<file path="config.mk">
export PLATFORM = sky130hd
export DESIGN_NAME = sha256_stream_hasher
export DESIGN_NICKNAME = d
export VERILOG_FILES = /design/src/sv/sha256_pkg.sv /design/src/sv/sha256_front.sv /design/src/sv/sha256_back.sv /design/src/sv/sha256_stream_hasher.sv
export SDC_FILE = /design/constraint.sdc
export NUM_CORES = 2
export LEC_CHECK = 0
export BUFFER_PORTS_ARGS = -buffer_cell sky130_fd_sc_hd__buf_4
export CAP_MARGIN = 30
export CORE_UTILIZATION = 45
export DETAILED_ROUTE_END_ITERATION = 7
export PLACE_DENSITY = 0.74
export SLEW_MARGIN = 5
export SYNTH_ARGS = -nofsm -noshare
export SYNTH_HDL_FRONTEND = slang
export SYNTH_SLANG_ARGS = --single-unit
</file>
<file path="constraint.sdc">
create_clock -name clk -period 14.6 [get_ports clk]
set_input_delay 2.92 -clock clk [delete_from_list [all_inputs] [get_ports clk]]
set_output_delay 2.92 -clock clk [all_outputs]
set_load 0.005 [all_outputs]
</file>
<file path="src/sv/sha256_pkg.sv">
`timescale 1ns / 1ps
// ----------------------------------------------------------------------------
// sha256_pkg
// Shared types, constants and round functions of the SHA-256 stream hasher.
// ----------------------------------------------------------------------------
package sha256_pkg;

  // input queue between front and back
  localparam int Q_DEPTH = 4;
  localparam int Q_AW    = $clog2(Q_DEPTH);

  localparam int ROUNDS    = 64;
  localparam int ROUND_W   = $clog2(ROUNDS);
  localparam int CNT_W     = 61;   // byte count, bit count is this times eight
  localparam int DIGEST_W  = 256;

  localparam logic [7:0] PAD_BYTE = 8'h80;

  // one queued input word
  typedef struct packed {
    logic [7:0] data;
    logic       has_byte;
    logic       last;
  } q_entry_t;

  // back-end sequencer states
  typedef enum logic [2:0] {
    ST_IDLE,
    ST_PAD,
    ST_LEN,
    ST_COMP,
    ST_FIN
  } state_t;

  // what the block in the compression unit is
  typedef enum logic [1:0] {
    BK_DATA,
    BK_PAD,
    BK_FINAL
  } blk_kind_t;

  localparam logic [31:0] H_INIT [8] = '{
    32'h6a09e667, 32'hbb67ae85, 32'h3c6ef372, 32'ha54ff53a,
    32'h510e527f, 32'h9b05688c, 32'h1f83d9ab, 32'h5be0cd19
  };

  localparam logic [31:0] K_TABLE [ROUNDS] = '{
    32'h428a2f98, 32'h71374491, 32'hb5c0fbcf, 32'he9b5dba5,
    32'h3956c25b, 32'h59f111f1, 32'h923f82a4, 32'hab1c5ed5,
    32'hd807aa98, 32'h12835b01, 32'h243185be, 32'h550c7dc3,
    32'h72be5d74, 32'h80deb1fe, 32'h9bdc06a7, 32'hc19bf174,
    32'he49b69c1, 32'hefbe4786, 32'h0fc19dc6, 32'h240ca1cc,
    32'h2de92c6f, 32'h4a7484aa, 32'h5cb0a9dc, 32'h76f988da,
    32'h983e5152, 32'ha831c66d, 32'hb00327c8, 32'hbf597fc7,
    32'hc6e00bf3, 32'hd5a79147, 32'h06ca6351, 32'h14292967,
    32'h27b70a85, 32'h2e1b2138, 32'h4d2c6dfc, 32'h53380d13,
    32'h650a7354, 32'h766a0abb, 32'h81c2c92e, 32'h92722c85,
    32'ha2bfe8a1, 32'ha81a664b, 32'hc24b8b70, 32'hc76c51a3,
    32'hd192e819, 32'hd6990624, 32'hf40e3585, 32'h106aa070,
    32'h19a4c116, 32'h1e376c08, 32'h2748774c, 32'h34b0bcb5,
    32'h391c0cb3, 32'h4ed8aa4a, 32'h5b9cca4f, 32'h682e6ff3,
    32'h748f82ee, 32'h78a5636f, 32'h84c87814, 32'h8cc70208,
    32'h90befffa, 32'ha4506ceb, 32'hbef9a3f7, 32'hc67178f2
  };

  function automatic logic [31:0] big_sigma0(input logic [31:0] x);
    return {x[1:0], x[31:2]} ^ {x[12:0], x[31:13]} ^ {x[21:0], x[31:22]};
  endfunction

  function automatic logic [31:0] big_sigma1(input logic [31:0] x);
    return {x[5:0], x[31:6]} ^ {x[10:0], x[31:11]} ^ {x[24:0], x[31:25]};
  endfunction

  function automatic logic [31:0] small_sigma0(input logic [31:0] x);
    return {x[6:0], x[31:7]} ^ {x[17:0], x[31:18]} ^ {3'b000, x[31:3]};
  endfunction

  function automatic logic [31:0] small_sigma1(input logic [31:0] x);
    return {x[16:0], x[31:17]} ^ {x[18:0], x[31:19]} ^ {10'b0, x[31:10]};
  endfunction

endpackage

</file>
<file path="src/sv/sha256_front.sv">
`timescale 1ns / 1ps
// ----------------------------------------------------------------------------
// sha256_front
// Accepts input words, drops empty non-closing ones and queues the rest.
// ----------------------------------------------------------------------------
module sha256_front import sha256_pkg::*; (
  input  logic       clk,
  input  logic       rst_n,
  input  logic       in_tvalid,
  output logic       in_tready,
  input  logic [7:0] in_tdata,   // [7:0] data_byte
  input  logic       in_tuser,   // has_byte
  input  logic       in_tlast,   // last
  output logic       q_valid,
  output q_entry_t   q_entry,
  input  logic       q_pop
);

  q_entry_t        q_mem_r [Q_DEPTH];
  logic [Q_AW-1:0] wr_ptr_r, wr_ptr_nxt;
  logic [Q_AW-1:0] rd_ptr_r, rd_ptr_nxt;
  logic [Q_AW:0]   count_r, count_nxt;
  logic            accept;
  logic            push;
  logic            pop;

  // classify: a word with neither byte nor close has no effect
  assign in_tready = (count_r != (Q_AW+1)'(Q_DEPTH));
  assign accept    = in_tvalid & in_tready;
  assign push      = accept & (in_tuser | in_tlast);
  assign q_valid   = (count_r != '0);
  assign pop       = q_pop & q_valid;
  assign q_entry   = q_mem_r[rd_ptr_r];

  // pointer and fill count
  always_comb begin
    wr_ptr_nxt = push ? wr_ptr_r + 1'b1 : wr_ptr_r;
    rd_ptr_nxt = pop ? rd_ptr_r + 1'b1 : rd_ptr_r;
    count_nxt  = count_r;
    if (push && !pop) begin
      count_nxt = count_r + 1'b1;
    end else if (!push && pop) begin
      count_nxt = count_r - 1'b1;
    end
  end

  always_ff @(posedge clk) begin
    if (!rst_n) begin
      wr_ptr_r <= '0;
      rd_ptr_r <= '0;
      count_r  <= '0;
    end else begin
      wr_ptr_r <= wr_ptr_nxt;
      rd_ptr_r <= rd_ptr_nxt;
      count_r  <= count_nxt;
    end
  end

  // queue storage
  always_ff @(posedge clk) begin
    if (push) begin
      q_mem_r[wr_ptr_r] <= '{data: in_tdata, has_byte: in_tuser, last: in_tlast};
    end
  end

endmodule

</file>
<file path="src/sv/sha256_back.sv">
`timescale 1ns / 1ps
// ----------------------------------------------------------------------------
// sha256_back
// Block buffer, padding, one-round-per-cycle compression and digest register.
// ----------------------------------------------------------------------------
module sha256_back import sha256_pkg::*; (
  input  logic                clk,
  input  logic                rst_n,
  input  logic                q_valid,
  input  q_entry_t            q_entry,
  output logic                q_pop,
  output logic                out_tvalid,
  input  logic                out_tready,
  output logic [DIGEST_W-1:0] out_tdata
);

  state_t               state_r, state_nxt;
  blk_kind_t            kind_r, kind_nxt;
  logic                 pad_pend_r, pad_pend_nxt;
  logic [ROUND_W-1:0]   round_r, round_nxt;
  logic [CNT_W-1:0]     cnt_r, cnt_nxt;
  logic [31:0]          w_r [16];
  logic [31:0]          w_nxt [16];
  logic [31:0]          h_r [8];
  logic [31:0]          h_nxt [8];
  logic [31:0]          v_r [8];
  logic [31:0]          v_nxt [8];
  logic                 out_valid_r, out_valid_nxt;
  logic [DIGEST_W-1:0]  out_data_r, out_data_nxt;

  logic [5:0]  pos;
  logic [4:0]  lane_sh;
  logic [63:0] msg_len;
  logic [31:0] t1, t2, ch, maj, w_new;
  logic [31:0] h_sum [8];

  assign pos     = cnt_r[5:0];
  assign lane_sh = {~pos[1:0], 3'b000};
  assign msg_len = {cnt_r, 3'b000};

  // one compression round and the schedule step
  assign ch    = (v_r[4] & v_r[5]) ^ (~v_r[4] & v_r[6]);
  assign maj   = (v_r[0] & v_r[1]) ^ (v_r[0] & v_r[2]) ^ (v_r[1] & v_r[2]);
  assign t1    = v_r[7] + big_sigma1(v_r[4]) + ch + K_TABLE[round_r] + w_r[0];
  assign t2    = big_sigma0(v_r[0]) + maj;
  assign w_new = small_sigma1(w_r[14]) + w_r[9] + small_sigma0(w_r[1]) + w_r[0];

  // chaining add at the end of a block
  always_comb begin
    for (int i = 0; i < 8; i++) begin
      h_sum[i] = h_r[i] + v_r[i];
    end
  end

  // sequencer
  always_comb begin
    state_nxt     = state_r;
    kind_nxt      = kind_r;
    pad_pend_nxt  = pad_pend_r;
    round_nxt     = round_r;
    cnt_nxt       = cnt_r;
    w_nxt         = w_r;
    h_nxt         = h_r;
    v_nxt         = v_r;
    out_valid_nxt = out_valid_r & ~out_tready;
    out_data_nxt  = out_data_r;
    q_pop         = 1'b0;

    case (state_r)
      ST_IDLE: begin
        if (q_valid) begin
          q_pop = 1'b1;
          if (q_entry.has_byte) begin
            w_nxt[pos[5:2]][lane_sh +: 8] = q_entry.data;
            cnt_nxt = cnt_r + 1'b1;
            if (pos == 6'h3f) begin
              // full block, padding follows later if this word closes
              state_nxt    = ST_COMP;
              kind_nxt     = BK_DATA;
              pad_pend_nxt = q_entry.last;
              round_nxt    = '0;
              v_nxt        = h_r;
            end else if (q_entry.last) begin
              state_nxt = ST_PAD;
            end
          end else begin
            state_nxt = ST_PAD;
          end
        end
      end

      ST_PAD: begin
        // pad marker, zeros after it, length if it still fits
        for (int i = 0; i < 64; i++) begin
          if (6'(i) == pos) begin
            w_nxt[i / 4][(3 - (i % 4)) * 8 +: 8] = PAD_BYTE;
          end else if (6'(i) > pos) begin
            w_nxt[i / 4][(3 - (i % 4)) * 8 +: 8] = 8'h00;
          end
        end
        if (pos[5:3] == 3'b111) begin
          kind_nxt = BK_PAD;
        end else begin
          w_nxt[14] = msg_len[63:32];
          w_nxt[15] = msg_len[31:0];
          kind_nxt  = BK_FINAL;
        end
        pad_pend_nxt = 1'b0;
        state_nxt    = ST_COMP;
        round_nxt    = '0;
        v_nxt        = h_r;
      end

      ST_LEN: begin
        // extra block: zeros and the length
        for (int i = 0; i < 14; i++) begin
          w_nxt[i] = '0;
        end
        w_nxt[14]  = msg_len[63:32];
        w_nxt[15]  = msg_len[31:0];
        kind_nxt   = BK_FINAL;
        state_nxt  = ST_COMP;
        round_nxt  = '0;
        v_nxt      = h_r;
      end

      ST_COMP: begin
        v_nxt[7] = v_r[6];
        v_nxt[6] = v_r[5];
        v_nxt[5] = v_r[4];
        v_nxt[4] = v_r[3] + t1;
        v_nxt[3] = v_r[2];
        v_nxt[2] = v_r[1];
        v_nxt[1] = v_r[0];
        v_nxt[0] = t1 + t2;
        for (int i = 0; i < 15; i++) begin
          w_nxt[i] = w_r[i + 1];
        end
        w_nxt[15] = w_new;
        round_nxt = round_r + 1'b1;
        if (round_r == ROUND_W'(ROUNDS - 1)) begin
          state_nxt = ST_FIN;
        end
      end

      ST_FIN: begin
        case (kind_r)
          BK_FINAL: begin
            // wait for the digest register to free up
            if (!out_valid_r || out_tready) begin
              for (int i = 0; i < 4; i++) begin
                out_data_nxt[64 * i +: 64] = {h_sum[2 * i], h_sum[2 * i + 1]};
              end
              out_valid_nxt = 1'b1;
              h_nxt         = H_INIT;
              cnt_nxt       = '0;
              state_nxt     = ST_IDLE;
            end
          end
          BK_PAD: begin
            h_nxt     = h_sum;
            state_nxt = ST_LEN;
          end
          default: begin
            h_nxt     = h_sum;
            state_nxt = pad_pend_r ? ST_PAD : ST_IDLE;
          end
        endcase
      end

      default: begin
        state_nxt = ST_IDLE;
      end
    endcase
  end

  // control state
  always_ff @(posedge clk) begin
    if (!rst_n) begin
      state_r     <= ST_IDLE;
      kind_r      <= BK_DATA;
      pad_pend_r  <= 1'b0;
      round_r     <= '0;
      cnt_r       <= '0;
      h_r         <= H_INIT;
      out_valid_r <= 1'b0;
    end else begin
      state_r     <= state_nxt;
      kind_r      <= kind_nxt;
      pad_pend_r  <= pad_pend_nxt;
      round_r     <= round_nxt;
      cnt_r       <= cnt_nxt;
      h_r         <= h_nxt;
      out_valid_r <= out_valid_nxt;
    end
  end

  // payload registers
  always_ff @(posedge clk) begin
    w_r        <= w_nxt;
    v_r        <= v_nxt;
    out_data_r <= out_data_nxt;
  end

  assign out_tvalid = out_valid_r;
  assign out_tdata  = out_data_r;

endmodule

</file>
<file path="src/sv/sha256_stream_hasher.sv">
`timescale 1ns / 1ps
// ----------------------------------------------------------------------------
// sha256_stream_hasher
// Streaming SHA-256: message bytes in, 256-bit digest out.
// ----------------------------------------------------------------------------
// Input words carry one byte in in_tdata, in_tuser high when the byte belongs
// to the message, and in_tlast high on the word that closes the message. A
// word with in_tuser low and in_tlast high closes the message with the bytes
// already taken; one with both low is accepted and ignored.
// A four-word queue sits behind the input; the back end drains one byte per
// cycle while not padding or compressing. Every 64th byte starts a
// compression of 64 rounds, one per cycle, then the chaining add. The
// closing word adds a padding step and one compression, and a second block
// of zeros and the length, with its own compression, when 56 or more bytes
// are left in the last block. The digest then appears on out_tdata, digest
// bytes 0..7 big-endian in the lowest 64 bits, held in an output register.
// If the receiver stalls, the next message still streams in and is hashed;
// only its own digest waits until the register is free.
// Reset (rst_n low, synchronous) empties the queue, loads the initial hash
// words and clears the byte count; the buffer needs no clearing.
// ----------------------------------------------------------------------------
module sha256_stream_hasher import sha256_pkg::*; (
  input  logic                clk,
  input  logic                rst_n,
  input  logic                in_tvalid,
  output logic                in_tready,
  input  logic [7:0]          in_tdata,    // [7:0] data_byte
  input  logic                in_tuser,    // has_byte
  input  logic                in_tlast,    // last
  output logic                out_tvalid,
  input  logic                out_tready,
  output logic [DIGEST_W-1:0] out_tdata    // [63:0] digest_word_0, [127:64] digest_word_1,
                                           // [191:128] digest_word_2, [255:192] digest_word_3
);

  logic     q_valid;
  q_entry_t q_entry;
  logic     q_pop;

  sha256_front u_front (
    .clk       (clk),
    .rst_n     (rst_n),
    .in_tvalid (in_tvalid),
    .in_tready (in_tready),
    .in_tdata  (in_tdata),
    .in_tuser  (in_tuser),
    .in_tlast  (in_tlast),
    .q_valid   (q_valid),
    .q_entry   (q_entry),
    .q_pop     (q_pop)
  );

  sha256_back u_back (
    .clk        (clk),
    .rst_n      (rst_n),
    .q_valid    (q_valid),
    .q_entry    (q_entry),
    .q_pop      (q_pop),
    .out_tvalid (out_tvalid),
    .out_tready (out_tready),
    .out_tdata  (out_tdata)
  );

endmodule
</file>
==> metrics.csv <==
stage,metric,value,unit
sta,timing.slew.headroom,20.3,%
place,dp.cells,10500,
clock_tree,cts-hold-fix-buffers,0,
min_path,number_of_cells_on_the_worst_hold_path,1,
setup_path,r2r_slack,3.86,ns
sta,unrepaired_setup_endpoints_after_global_routing,no,
clock_tree,clock-root-buffer,clkbuf_16,
clock_tree,insertion_delay,0.87,ns
sta,setup_violations,0,
routing,m1WireLength,119,mm
sta,finalWorstPathRequiredPeriod,10.74,ns
synthesis,number_of_flops_mapped_to_enable_cells_by_yosys,1064,
layout,final_cell_mix,"nand2_1 (1445), edfxtp_1 (1064), o21ai_0 (786)",
routing,avgViaCountPerCell,6.24,
global_route,globalRoute.totalOverflow,0,
clock_tree,buffers_inserted_during_post_cts_setup_optimization,0,
setup_path,worst-endpoint-arrival,11.26,ns
setup_path,maximum_fanout_encountered_on_the_critical_timing_path,32,
routing,route.vias.total,67600,
routing,met2_wl_post_dr,133,mm
layout,layout_commonest_cell,nand2_1,
synthesis,synthArstFlopShare,0,%
layout,syn2layout_area_growth,12.1,%
sta,final.setup_skew,0.0797,ns
setup_path,required,15.13,ns
sta,fin_setup_tns,0,ns
routing,met3_length,27.2,mm
global_route,antenna_violations_before_repair,2,
routing,postRouteAntennaNets,0,
clock_tree,cts_tree,built,
routing,top_layer_reached_by_signal_wires,met4,
clock_tree,postCtsResizedCells,0,
place,gp_routability_congestion,1.03,
setup_path,r2r_cells,36,
layout,layout.cells.non_filler,10800,
synthesis,syn_avg_cell_area,10.1,sq um
die,die_h,430,microns
layout,layout_net_count,8943,
routing,drc,0,
synthesis,count_of_warnings_emitted_by_yosys,0,
sta,fmax,93.2,MHz
setup_path,worst_setup_path_startpoint,u_back.round_r[0],
synthesis,postSynth.topFlopCell,edfxtp_1,
sta,worst_pin_slew,1.19,ns
die,floorplan.io_pins,272,
clock_tree,cts_buffer_count,154,
synthesis,syn_area,82600,sq um
layout,ratio_of_cells_with_drive_above_1_in_the_final_layout,8.80,%
synthesis,postSynthNetCount,8823,
setup_path,cp_common_cell,o21ai_0,
global_route,wire_length_of_the_first_global_routing_pass,431,mm
synthesis,post_synth_num_cell_types,89,
setup_path,worst_path_dominant_cell_family,adder cells,
sta,finalCritPeriodShare,73.5,%
global_route,number_of_global_route_vias_before_repair,63800,
routing,detail_route.wl_per_cell,27.4,microns
routing,dr.first_iter.drc_count,8508,
global_route,grt.total_usage,31.3,%
setup_path,r2r_end,u_back.v_r[255],
min_path,hold_path.class,reg -> reg,
setup_path,cp.buffers_inverters,4,
synthesis,synth_seq_area_share,46.9,%
setup_path,reg_to_reg_start,u_back.round_r[0],
sta,report.final.slew_viol_count,0,
clock_tree,ctsLongestPathBuffers,3,
clock_tree,numClockSinks,1403,
synthesis,postSynthCellCount,8208,
die,floorplan.core_area,182000,sq um
setup_path,critPathLaunchType,flip-flop,
run,maxcap_viol_count,0,
sta,hold_viol,0,
clock_tree,path_clk_slew,0.07,ns
setup_path,crit_path_max_incr_delay,0.88,ns
die,initial_core_util,45.5,%
die,die_x,430,microns
place,post_detailed_placement_half_perimeter_wirelength,220,mm
setup_path,cell_with_the_largest_stage_delay_on_the_worst_path,ha_1,
die,die-area,185000,sq um
place,io_buffer_count,271,
routing,totalWireLength,297,mm
global_route,grt_max_degree,212,
setup_path,end_kind,flip-flop,
die,row_count,156,
setup_path,timing.setup.critical_path_class,reg -> reg,
synthesis,yosys_register_bits,1403,
routing,dr.pass1.iters,7,
clock_tree,clock_tree.htree_level_count,4,
outcome,run_status,finished clean,
## worst max path at each step
stage	depth (start not counted)	endpoint
4_1_cts	36	u_back.v_r[255]
5_1_grt	36	u_back.v_r[254]
2_1_floorplan	8	u_back.round_r[5]
3_5_place_dp	36	u_back.v_r[255]
3_3_place_gp	36	u_back.v_r[255]
6_report	36	u_back.v_r[255]
## Yosys cell counts, types with 28 or more instances
cell type	instances	area [sq um]
buf_1	40	150
and3_1	48	300
a22oi_1	140	1050
xor2_1	166	1450
edfxtp_1	1064	32000
or3_1	38	238
a211oi_1	68	510
o21a_1	60	450
nor2b_1	134	838
a22o_1	35	307
ha_1	405	5070
o31ai_1	31	233
mux2_2	29	327
nand4_1	37	231
o211ai_1	28	210
dfxtp_1	339	6790
nand2_1	1448	5440
nor3_1	98	490
fa_1	196	3920
and2_1	45	282
a221o_1	137	1370
nand2b_1	73	457
clkbuf_1	397	1490
a21oi_1	436	2180
inv_1	274	1030
o21ai_0	786	3930
xnor2_1	478	4190
a21o_1	185	1390
o221ai_1	34	298
nand3_1	93	465
nor2_1	401	1510
a31oi_1	61	382
o21bai_1	55	413
## cell type report
cell class                 instances  area (sq um)
fill                           16100         88900
antenna                            1          2.50
clock buffer                     195          4230
tap                             2370          2970
inverter                         278          1050
timing repair buffer             408          3140
sequential                      1403         38700
clock inverter                    91          1220
multi-input combinational       6083         41200
## cell families (layout without fill, tap and decap cells)
kind of cell               Yosys count  after routing  synth area share [%]
buffers and inverters              722            972                  3.31
muxes                               64             64                  1.08
AOI/OAI and AO/OA                 2252           2252                  17.5
xor gates and xnor gates           645            645                  6.86
adders and majority gates          627            627                  11.2
other                                0              1                     0
DFF                               1403           1403                  46.9
and+or+nand+nor                   2495           2495                  13.2
## worst reg2reg max path: cells and delay by family, from the launching register on
| family | cells | cell delay, ns |
|---|---|---|
| xor+xnor | 3 | 0.53 |
| fa+ha+maj | 8 | 3.92 |
| buf+inv | 4 | 1.08 |
| flops | 1 | 0.31 |
| compound gates | 17 | 3.75 |
| simple gates | 4 | 0.82 |
## stage by stage
stage | worst slack (ns) | area (sq um) | hold WS [ns] | utilization [%]
3_3_place_gp | 4.02 | 86900 | 0.479 | 47.9
3_5_place_dp | 4.12 | 87000 | 0.489 | 47.9
5_1_grt | 3.46 | 92600 | 0.500 | 51.0
4_1_cts | 4.05 | 92400 | 0.482 | 50.9
2_1_floorplan | 4.45 | 82600 | 0.449 | -
6_report | 3.86 | 92600 | 0.481 | 51.0
## metal layers
layer	global-route usage, %	vias up
li1	-	29900
met4	16.5	0
met1	41.8	33200
met3	5.73	699
met2	48.3	3738
met5	0	-
Power is left out: the tool's default activity adds up to more than one toggle a clock period on the data nets, which glitch-free logic cannot reach.
